==> src/rtl/spd_pkg.sv <==
package spd_pkg;

   // framing bytes
   localparam logic [7:0] START_BYTE = 8'hAA;
   localparam logic [7:0] END_BYTE   = 8'h55;

   // parser phases
   localparam logic [3:0] PH_HUNT  = 4'd0;
   localparam logic [3:0] PH_CNT_H = 4'd1;
   localparam logic [3:0] PH_CNT_L = 4'd2;
   localparam logic [3:0] PH_DEP_L = 4'd8;
   localparam logic [3:0] PH_END   = 4'd9;

   // register indexes
   localparam logic [1:0] REG_SLOPE     = 2'd0;
   localparam logic [1:0] REG_INTERCEPT = 2'd1;
   localparam logic [1:0] REG_DEPTH_LIM = 2'd2;

   // field widths
   localparam int WORD_W  = 16;
   localparam int SLOPE_W = 24;
   localparam int ICPT_W  = 32;
   localparam int PROD_W  = WORD_W + SLOPE_W;
   localparam int FRAC_W  = 16;

   // register reset values
   localparam logic [SLOPE_W-1:0] SLOPE_RST     = 24'd2998446;
   localparam logic [ICPT_W-1:0]  ICPT_RST      = 32'd122697000;
   localparam logic [WORD_W-1:0]  DEPTH_LIM_RST = 16'd2000;

endpackage

==> src/rtl/spd_oxygen.sv <==
module spd_oxygen (
   input  logic                          clock,
   input  logic                          load,
   input  logic [spd_pkg::WORD_W-1:0]    count,
   input  logic [spd_pkg::SLOPE_W-1:0]   slope,
   input  logic [spd_pkg::ICPT_W-1:0]    intercept,
   output logic [spd_pkg::WORD_W-1:0]    oxygen
);

   localparam int PW = spd_pkg::PROD_W;

   logic [PW-1:0] prod_ff;
   logic [PW-1:0] prod_in;
   logic [PW:0]   diff;
   logic [PW-spd_pkg::FRAC_W-1:0] scaled;

   // product of count and slope, taken once the count word is complete
   assign prod_in = PW'({{spd_pkg::SLOPE_W{1'b0}}, count} * {{spd_pkg::WORD_W{1'b0}}, slope});

   always_ff @(posedge clock) begin
      if (load) begin
         prod_ff <= prod_in;
      end
   end

   // subtract offset, clamp at zero, drop fraction, saturate
   assign diff   = {1'b0, prod_ff} - {{(PW + 1 - spd_pkg::ICPT_W){1'b0}}, intercept};
   assign scaled = diff[PW-1:spd_pkg::FRAC_W];

   always_comb begin
      if (prod_ff <= {{(PW - spd_pkg::ICPT_W){1'b0}}, intercept}) begin
         oxygen = '0;
      end else if (|scaled[PW-spd_pkg::FRAC_W-1:spd_pkg::WORD_W]) begin
         oxygen = '1;
      end else begin
         oxygen = scaled[spd_pkg::WORD_W-1:0];
      end
   end

endmodule

==> src/rtl/sensor_packet_deframer.sv <==
// Sensor packet deframer: takes one received byte per request and emits one
// result per good frame (0xAA, four big-endian 16-bit words, 0x55). A byte is
// taken every cycle unless the request side stalls; the result appears in the
// output register in the cycle after its end byte is taken. The request side
// stalls only in its end phase while a stalled result side holds the previous
// result. The oxygen product count*slope is formed in the bytes after the count
// word, so the end byte needs only the offset subtract and saturation.
// Registers: 0x0 oxygen_slope (24 bit), 0x4 oxygen_intercept, 0x8 depth_limit.
module sensor_packet_deframer (
   input  logic        clock,
   input  logic        reset,
   input  logic        req_valid,
   output logic        req_stall,
   input  logic [7:0]  req_rx_byte,
   output logic        rsp_valid,
   input  logic        rsp_stall,
   output logic [15:0] rsp_oxygen_count,
   output logic [15:0] rsp_oxygen_milli,
   output logic [15:0] rsp_pressure_tenths,
   output logic [15:0] rsp_temperature_hundredths,
   output logic [15:0] rsp_depth_cm,
   input  logic        csr_psel,
   input  logic        csr_penable,
   input  logic        csr_pwrite,
   input  logic [3:0]  csr_paddr,
   input  logic [31:0] csr_pwdata,
   output logic [31:0] csr_prdata,
   output logic        csr_pready
);

   logic [spd_pkg::SLOPE_W-1:0] slope_ff;
   logic [spd_pkg::ICPT_W-1:0]  icpt_ff;
   logic [spd_pkg::WORD_W-1:0]  dlim_ff;

   logic [3:0]  phase_ff;
   logic [3:0]  phase_in;
   logic [7:0]  high_ff;
   logic [15:0] word_ff [4];
   logic [15:0] word_in;
   logic [1:0]  slot;

   logic        rsp_valid_ff;
   logic [15:0] cnt_ff, oxy_ff, pres_ff, temp_ff, dep_ff;

   logic        req_take;
   logic        rsp_take;
   logic        frame_done;
   logic        cnt_load;
   logic        csr_wr;
   logic [15:0] oxygen;

   // configuration port
   assign csr_pready = 1'b1;
   assign csr_wr     = csr_psel && csr_penable && csr_pwrite;

   always_ff @(posedge clock) begin
      if (reset) begin
         slope_ff <= spd_pkg::SLOPE_RST;
         icpt_ff  <= spd_pkg::ICPT_RST;
         dlim_ff  <= spd_pkg::DEPTH_LIM_RST;
      end else if (csr_wr) begin
         unique case (csr_paddr[3:2])
            spd_pkg::REG_SLOPE:     slope_ff <= csr_pwdata[spd_pkg::SLOPE_W-1:0];
            spd_pkg::REG_INTERCEPT: icpt_ff  <= csr_pwdata;
            spd_pkg::REG_DEPTH_LIM: dlim_ff  <= csr_pwdata[spd_pkg::WORD_W-1:0];
            default: ;
         endcase
      end
   end

   always_comb begin
      unique case (csr_paddr[3:2])
         spd_pkg::REG_SLOPE:     csr_prdata = {8'd0, slope_ff};
         spd_pkg::REG_INTERCEPT: csr_prdata = icpt_ff;
         spd_pkg::REG_DEPTH_LIM: csr_prdata = {16'd0, dlim_ff};
         default:                csr_prdata = '0;
      endcase
   end

   // handshakes
   assign rsp_take  = rsp_valid_ff && !rsp_stall;
   assign req_stall = (phase_ff == spd_pkg::PH_END) && rsp_valid_ff && rsp_stall;
   assign req_take  = req_valid && !req_stall;

   assign word_in    = {high_ff, req_rx_byte};
   assign slot       = 2'((phase_ff >> 1) - 4'd1);
   assign frame_done = req_take && (phase_ff == spd_pkg::PH_END)
                       && (req_rx_byte == spd_pkg::END_BYTE);
   assign cnt_load   = req_take && (phase_ff == spd_pkg::PH_CNT_L);

   // next parse phase
   always_comb begin
      phase_in = phase_ff;
      if (req_take) begin
         priority if (phase_ff == spd_pkg::PH_HUNT) begin
            if (req_rx_byte == spd_pkg::START_BYTE) phase_in = spd_pkg::PH_CNT_H;
         end else if (phase_ff >= spd_pkg::PH_CNT_H && phase_ff <= spd_pkg::PH_DEP_L) begin
            phase_in = phase_ff + 4'd1;
         end else begin
            phase_in = spd_pkg::PH_HUNT;
         end
      end
   end

   always_ff @(posedge clock) begin
      if (reset) begin
         phase_ff <= spd_pkg::PH_HUNT;
      end else begin
         phase_ff <= phase_in;
      end
   end

   // byte and word holds
   always_ff @(posedge clock) begin
      if (req_take && phase_ff >= spd_pkg::PH_CNT_H && phase_ff <= spd_pkg::PH_DEP_L) begin
         if (phase_ff[0]) begin
            high_ff <= req_rx_byte;
         end else begin
            word_ff[slot] <= word_in;
         end
      end
   end

   spd_oxygen u_oxygen (
      .clock     (clock),
      .load      (cnt_load),
      .count     (word_in),
      .slope     (slope_ff),
      .intercept (icpt_ff),
      .oxygen    (oxygen)
   );

   // result register
   always_ff @(posedge clock) begin
      if (reset) begin
         rsp_valid_ff <= 1'b0;
      end else if (frame_done) begin
         rsp_valid_ff <= 1'b1;
      end else if (rsp_take) begin
         rsp_valid_ff <= 1'b0;
      end
   end

   always_ff @(posedge clock) begin
      if (frame_done) begin
         cnt_ff  <= word_ff[0];
         oxy_ff  <= oxygen;
         pres_ff <= word_ff[1];
         temp_ff <= word_ff[2];
         dep_ff  <= (word_ff[3] > dlim_ff) ? 16'd0 : word_ff[3];
      end
   end

   assign rsp_valid                  = rsp_valid_ff;
   assign rsp_oxygen_count           = cnt_ff;
   assign rsp_oxygen_milli           = oxy_ff;
   assign rsp_pressure_tenths        = pres_ff;
   assign rsp_temperature_hundredths = temp_ff;
   assign rsp_depth_cm               = dep_ff;

`ifndef SYNTH
   // back-pressure only ever holds the end byte
   a_stall_at_end: assert property (@(posedge clock) disable iff (reset)
      req_stall |-> (phase_ff == spd_pkg::PH_END))
      else $error("request stalled outside end phase");

   // a new result follows a taken end byte
   a_rsp_from_end: assert property (@(posedge clock) disable iff (reset)
      $rose(rsp_valid_ff) |-> $past(req_take && phase_ff == spd_pkg::PH_END
                                    && req_rx_byte == spd_pkg::END_BYTE))
      else $error("result without end byte");

   // parser phase never goes beyond the end phase
   a_phase_range: assert property (@(posedge clock) disable iff (reset)
      phase_ff <= spd_pkg::PH_END)
      else $error("parse phase out of range");
`endif

endmodule

==> config.mk <==
export PLATFORM = sky130hd
export DESIGN_NAME = sensor_packet_deframer
export DESIGN_NICKNAME = d
export VERILOG_FILES = /design/src/rtl/spd_pkg.sv /design/src/rtl/spd_oxygen.sv /design/src/rtl/sensor_packet_deframer.sv
export SDC_FILE = /design/constraint.sdc
export NUM_CORES = 1
export LEC_CHECK = 0
export BUFFER_PORTS_ARGS = -buffer_cell sky130_fd_sc_hd__buf_4
export CAP_MARGIN = 20
export CORE_MARGIN = 1.5
export CORE_UTILIZATION = 36
export CTS_BUF_LIST = sky130_fd_sc_hd__clkbuf_8
export CTS_CLUSTER_SIZE = 30
export DETAILED_ROUTE_END_ITERATION = 7
export RECOVER_POWER = 25
export SLEW_MARGIN = 0
export SYNTH_ARGS = -nofsm -noshare
export SYNTH_HDL_FRONTEND = slang
export SYNTH_SLANG_ARGS = --single-unit
==> constraint.sdc <==
create_clock -name clock -period 12.5 [get_ports clock]
set_input_delay 2.5 -clock clock [delete_from_list [all_inputs] [get_ports clock]]
set_output_delay 2.5 -clock clock [all_outputs]
set_load 0.02 [all_outputs]
==> Word-level counts from Yosys, hierarchy flattened <==
Memory sizes are Yosys's and may differ from the RTL's. A register that Yosys moved wholly into a read port is not among the register bits.
Index checks and enable logic that the tools add are counted.
{ "word_totals": {"mem_bits_ro": 0, "output_inout_bits": 115, "latchBits": 0, "wordCells": 58, "in_bits": 51, "mem_bits_rw": 64, "regBits": 157, "mem_count": 1} }
{ "op_classes": {"n_bitwise": 0, "magnitude_cmp": 4, "muxes": 10, "n_mul": 1, "n_eq_ne": 7, "n_reduce_logical": 23, "n_shift": 0, "div_mod_pow": 0, "addsub": 3} }
{ "mem_list": {"columns": ["memory", "depth", "word_bits", "rd", "rd_ports_with_merged_regs", "write_ports", "line_no", "source"], "rows": [
  ["word_ff", 4, 16, 4, 3, 1, "sensor_packet_deframer.sv:38", "logic [15:0] word_ff [4];"]
]} }
{ "op_table": {"columns": ["op", "n"], "rows": [
  ["case mux 32 bit (3 select lines)", 1],
  ["<= comparator 40 x 32 -> 1 bit", 1],
  ["multiplier 16 x 24 -> 40 bit", 1],
  ["subtractor 40 x 32 -> 40 bit", 1],
  ["> comparator 16 bit", 1],
  ["2-to-1 mux 16 bit", 1],
  ["logical AND 1 bit", 12],
  ["2-to-1 mux 4 bit", 3],
  ["AND reduction 2 bit", 5],
  ["equality test 8 x 7 -> 1 bit, second input constant", 1],
  ["equality test 8 bit, second input constant", 1],
  ["OR reduction 8 bit", 1],
  ["2-to-1 mux 1 bit", 5],
  ["adder 4 x 1 -> 4 bit, second input constant", 1],
  ["equality test 4 x 2 -> 1 bit, second input constant", 1],
  ["equality test 4 bit, second input constant", 1],
  ["greater-or-equal comparator 4 x 1 -> 1 bit, second input constant", 1],
  ["<= comparator 4 bit, second input constant", 1],
  ["zero test 4 bit", 1],
  ["equality test 2 x 1 -> 1 bit, second input constant", 1],
  ["equality test 2 bit, second input constant", 1],
  ["zero test 1 bit", 2],
  ["zero test 2 bit", 1],
  ["inequality test 2 x 1 -> 1 bit, second input constant", 1],
  ["2 further kinds", 2]
]} }

==> Logic depth before layout (Yosys ltp) <==
{ "logic_depth": {"ltp_word": 9, "mapped_depth": 25} }

==> Cells and area by module <==
A second synthesis with hierarchy kept.
{ "hier_totals": {"cells_unflattened": 2463, "area_unflattened_um2": 24144.4} }
{ "modules_own_cells": {"columns": ["module", "area_each_um2", "instances", "seq_area_each_um2", "cells_per_inst"], "rows": [
  ["spd_oxygen", 15309.7, 1, 1201.2, 1750],
  ["sensor_packet_deframer", 8834.7, 1, 6105.9, 713]
]} }

==> Worst setup path after synthesis <==
OpenSTA, ideal clock, no wires.
{ "synth_path": {"path_type": "in2reg", "from": "input port req_rx_byte[3]", "to": "register dep_ff[0] (netlist: rsp_depth_cm[0]) (read register of word_ff) (enable)", "setup_time_ps": 718, "setup_slack_ps": 1156, "n_path_buf": 0, "path_stages": 2, "t_arrival_ps": 10626, "path_cell_list": "or4bb_1 nor4_1"} }
{ "synth_between": {"elab_chain_len": 2} }
{ "synth_rtl": {"columns": ["item", "line_no", "source"], "rows": [
  ["from (decl)", "sensor_packet_deframer.sv:14", "input logic [7:0] req_rx_byte,"],
  ["equality test 8 x 7 -> 1 bit", "sensor_packet_deframer.sv:88", "&& (req_rx_byte == spd_pkg::END_BYTE);"],
  ["logical AND 1 bit", "sensor_packet_deframer.sv:88", null],
  ["named net frame_done", "sensor_packet_deframer.sv:47", "logic frame_done;"],
  ["to (decl)", "sensor_packet_deframer.sv:43", "logic [15:0] cnt_ff, oxy_ff, pres_ff, temp_ff, dep_ff;"]
]} }
The timed path passes the listed nets, and every way through them passes these cells.
A chain may end at the register's enable or synchronous reset.

==> Worst setup path in the final report <==
{ "layout_path": {"from": "input port req_rx_byte[1]", "to": "register u_oxygen.prod_ff[36], data pin"} }
{ "layout_between": {"elab_chain_len": 1} }
{ "layout_rtl": {"columns": ["item", "line_no", "source"], "rows": [
  ["multiplier 16 x 24 -> 40 bit", "spd_oxygen.sv:18", "assign prod_in = PW'({{spd_pkg::SLOPE_W{1'b0}}, count} * {{spd_pkg::WORD_W{1'b0}}, slope});"],
  ["named net u_oxygen.prod_in[36]", "spd_oxygen.sv:13", "logic [PW-1:0] prod_in;"],
  ["to (signal assigned)", "spd_oxygen.sv:22", "prod_ff <= prod_in;"],
  ["to (decl)", "spd_oxygen.sv:12", "logic [PW-1:0] prod_ff;"]
]} }
The timed path passes the listed nets, and every way through them passes these cells.

==> results.sh <==
export IMPL_num_rows=94
export IMPL_met3_length_mm=3.32
export IMPL_wirelength_mm=62.4
export IMPL_final_antenna_net_count=0
export IMPL_ys_seq_area_share_pct=30.7
export IMPL_placed_cell_area_mm2=0.0259
export IMPL_hold_ws_ns=0.399
export IMPL_io_pins=166
export IMPL_crit_type="input port to register"
export IMPL_max_freq_ghz=0.101
export IMPL_synth_edff_count=192
export IMPL_synthFlopType="edfxtp_1"
export IMPL_via_per_inst=5.04
export IMPL_slew_limit_headroom_pct=-55.3
export IMPL_total_power_mw=3.54
export IMPL_drcViolationCount=0
export IMPL_drv_cap=10
export IMPL_dr_pass1_iters=5
export IMPL_post_cts_setup_buffer_count=0
export IMPL_hold_buffers=0
export IMPL_setup_viol=0
export IMPL_vias=17400
export IMPL_ys_warn_count=0
export IMPL_die_h_um=260
export IMPL_maxUsedRoutingLayer="met4"
export IMPL_yosysTopAreaCellShare_pct=25.7
export IMPL_final_cells=3452
export IMPL_grt_pass1_wl_mm=99.0
export IMPL_final_area_mm2=0.0269
export IMPL_port_buffers=162
export IMPL_cts_resized=0
export IMPL_place_hpwl_mm=47.4
export IMPL_synth_seq_cells=269
export IMPL_hp_class="register to register"
export IMPL_routedWlPerCell_um=18.1
export IMPL_cts_sinks=269
export IMPL_layout_common_cells="423 x inv_1, 414 x nand2_1, 306 x fa_1, 192 x edfxtp_1, 177 x buf_4"
export IMPL_rsz0062_at_grt="no"
export IMPL_final_common_cell="inv_1"
export IMPL_grt_max_degree=66
export IMPL_start_kind="input port"
export IMPL_cts_root_buf="clkbuf_8"
export IMPL_ir_worst_vdd_mv=0.119
export IMPL_synthArstFlopShare_pct=0
export IMPL_area_growth_pct=12.8
export IMPL_drt_met1_wl_mm=26.2
export IMPL_place_inst=3365
export IMPL_cts_tree="built"
export IMPL_cpMostUsedCell="fa_1"
export IMPL_start_util_pct=36.3
export IMPL_ys_types=74
export IMPL_cts_made_buffers=46
export IMPL_clk_latency_ns=0.62
export IMPL_htree_levels=2
export IMPL_fin_setup_tns_ns=0
export IMPL_finalCritPeriodShare_pct=79.4
export IMPL_crit_path_top_delay_cell="clkbuf_1"
export IMPL_grt_overflow_total=0
export IMPL_fin_ws_ns=2.58
export IMPL_end_kind="register"
export IMPL_antennaDiodeCount=0
export IMPL_syn_area_mm2=0.0238
export IMPL_synth_area_per_cell_um2=9.82
export IMPL_gp_congestion=0.875
export IMPL_nets=3073
export IMPL_antenna_found_initial=0
export IMPL_slew_viol_final=323
export IMPL_r2r_slack_ns=4.35
export IMPL_core_mm2=0.0656
export IMPL_clock_path_buffers=3
export IMPL_hold_viol=0
export IMPL_cp_max_fo=31
export IMPL_power_density_mw_per_mm2=132
export IMPL_cp_required_ns=12.85
export IMPL_grt_use_total_pct=18.8
export IMPL_finClkSkew_ns=0.0585
export IMPL_crit_path_cell_trace="clkbuf_1 > nand2_1 > fa_1 > inv_1 > fa_1 > inv_1 > fa_1 > inv_1 > fa_1 > fa_1 > inv_1 > fa_1 > inv_1 > ha_1 > nand2_1 > nor2_1 > nand3_1 > a211oi_1 > o21ai_0 > a31oi_1 > o221ai_1 > o311ai_0"
export IMPL_drt_iter0_drc=931
export IMPL_yosys_top_cells_area="fa_1 26%, edfxtp_1 24%, ha_1 8.7%"
export IMPL_min_period_ns=9.92
export IMPL_arrival_ns=10.28
export IMPL_syn_nets=2948
export IMPL_p_leak_nw=11.8
export IMPL_grt_pass1_vias=18100
export IMPL_outcome="finished with violations"
export IMPL_syn_inst=2426
export IMPL_max_slew_worst_pin_slew_ns=2.33
export IMPL_violations="capacitance limit, slew limit"
export IMPL_clk_pin_slew_worst_paths_ns=0.06
export IMPL_utilization_pct=40.9
export IMPL_yosysTopAreaCell="fa_1"
export IMPL_die_w_um=260
export IMPL_cpPeakStageDelay_ns=1.33
export IMPL_dpl_worst_slack_ns=3.14
export IMPL_drive_above_1_share_pct=10.3
export IMPL_met2RoutedLength_mm=31.1
export IMPL_die_area_mm2=0.0677
## power breakdown
part | internal [mW] | leakage, nW | switching [mW]
combinational | 0.689 | 9.00 | 0.992
clock | 0.445 | 0.523 | 0.371
sequential | 1.04 | 2.30 | 0.00766
## layout make-up
class	instances	area, um^2
clock inverters	30	200
inverters	417	1570
multi-input cells	1625	14500
repair buffers	192	1430
flip-flops and latches	269	7310
fillers	6392	38800
well taps	864	1080
clock buffers	55	757
## path summary, 6_finish.rpt
check                          start                                       to  cells past startpoint
max                   req_rx_byte[1]           u_oxygen.prod_ff[36]$_DFFE_PP_                     22
min          word_ff[2][1]$_DFFE_PP_  rsp_temperature_hundredths[1]$_DFFE_PP_                      0
max reg2reg     high_ff[2]$_DFFE_PP_           u_oxygen.prod_ff[36]$_DFFE_PP_                     20
min reg2reg  word_ff[2][1]$_DFFE_PP_  rsp_temperature_hundredths[1]$_DFFE_PP_                      0
## metal layers
metal,vias to the layer above,track usage (%)
li1,7999,-
met1,8747,24.0
met2,537,32.6
met3,112,2.60
met4,0,6.15
met5,-,0
## synthesized netlist by cell type, drive strengths merged, types with 21 or more instances
| cell | n |
|---|---|
| a21oi | 105 |
| and2 | 177 |
| clkbuf | 108 |
| dfxtp | 77 |
| edfxtp | 192 |
| fa | 306 |
| ha | 165 |
| inv | 417 |
| mux2i | 27 |
| nand2 | 414 |
| nand3 | 29 |
| nor2 | 61 |
| nor2b | 26 |
| nor3 | 21 |
| o211ai | 22 |
| o21a | 22 |
| o21ai | 48 |
| xnor2 | 31 |
## state kept, by name, indices dropped and copies added (netlist names), 4 cells and up
name                        cells
high_ff                         8
phase_ff                        4
slope_ff                       24
icpt_ff                        32
rsp_pressure_tenths            16
rsp_temperature_hundredths     16
rsp_oxygen_count               16
u_oxygen.prod_ff               40
rsp_depth_cm                   16
word_ff                        64
rsp_oxygen_milli               16
dlim_ff                        16
## worst max-delay path, delay by kind of cell
family | cells | cell delay, ns
AOI/OAI and AO/OA | 5 | 1.95
adders and majority gates | 7 | 3.48
buffers and inverters | 6 | 1.61
and+or+nand+nor | 4 | 0.71
## kinds of logic after synthesis
family,after synthesis,share of synthesized area [%]
flip-flops,269,30.7
adder cells (fa/ha/maj),471,34.4
XOR/XNOR,47,1.73
multiplexers,29,1.24
AO/OA/AOI/OAI,282,7.66
AND/OR/NAND/NOR,795,15.8
buffers and inverters,532,8.47
other,1,0.0157
(Power assumes the default switching activity.)
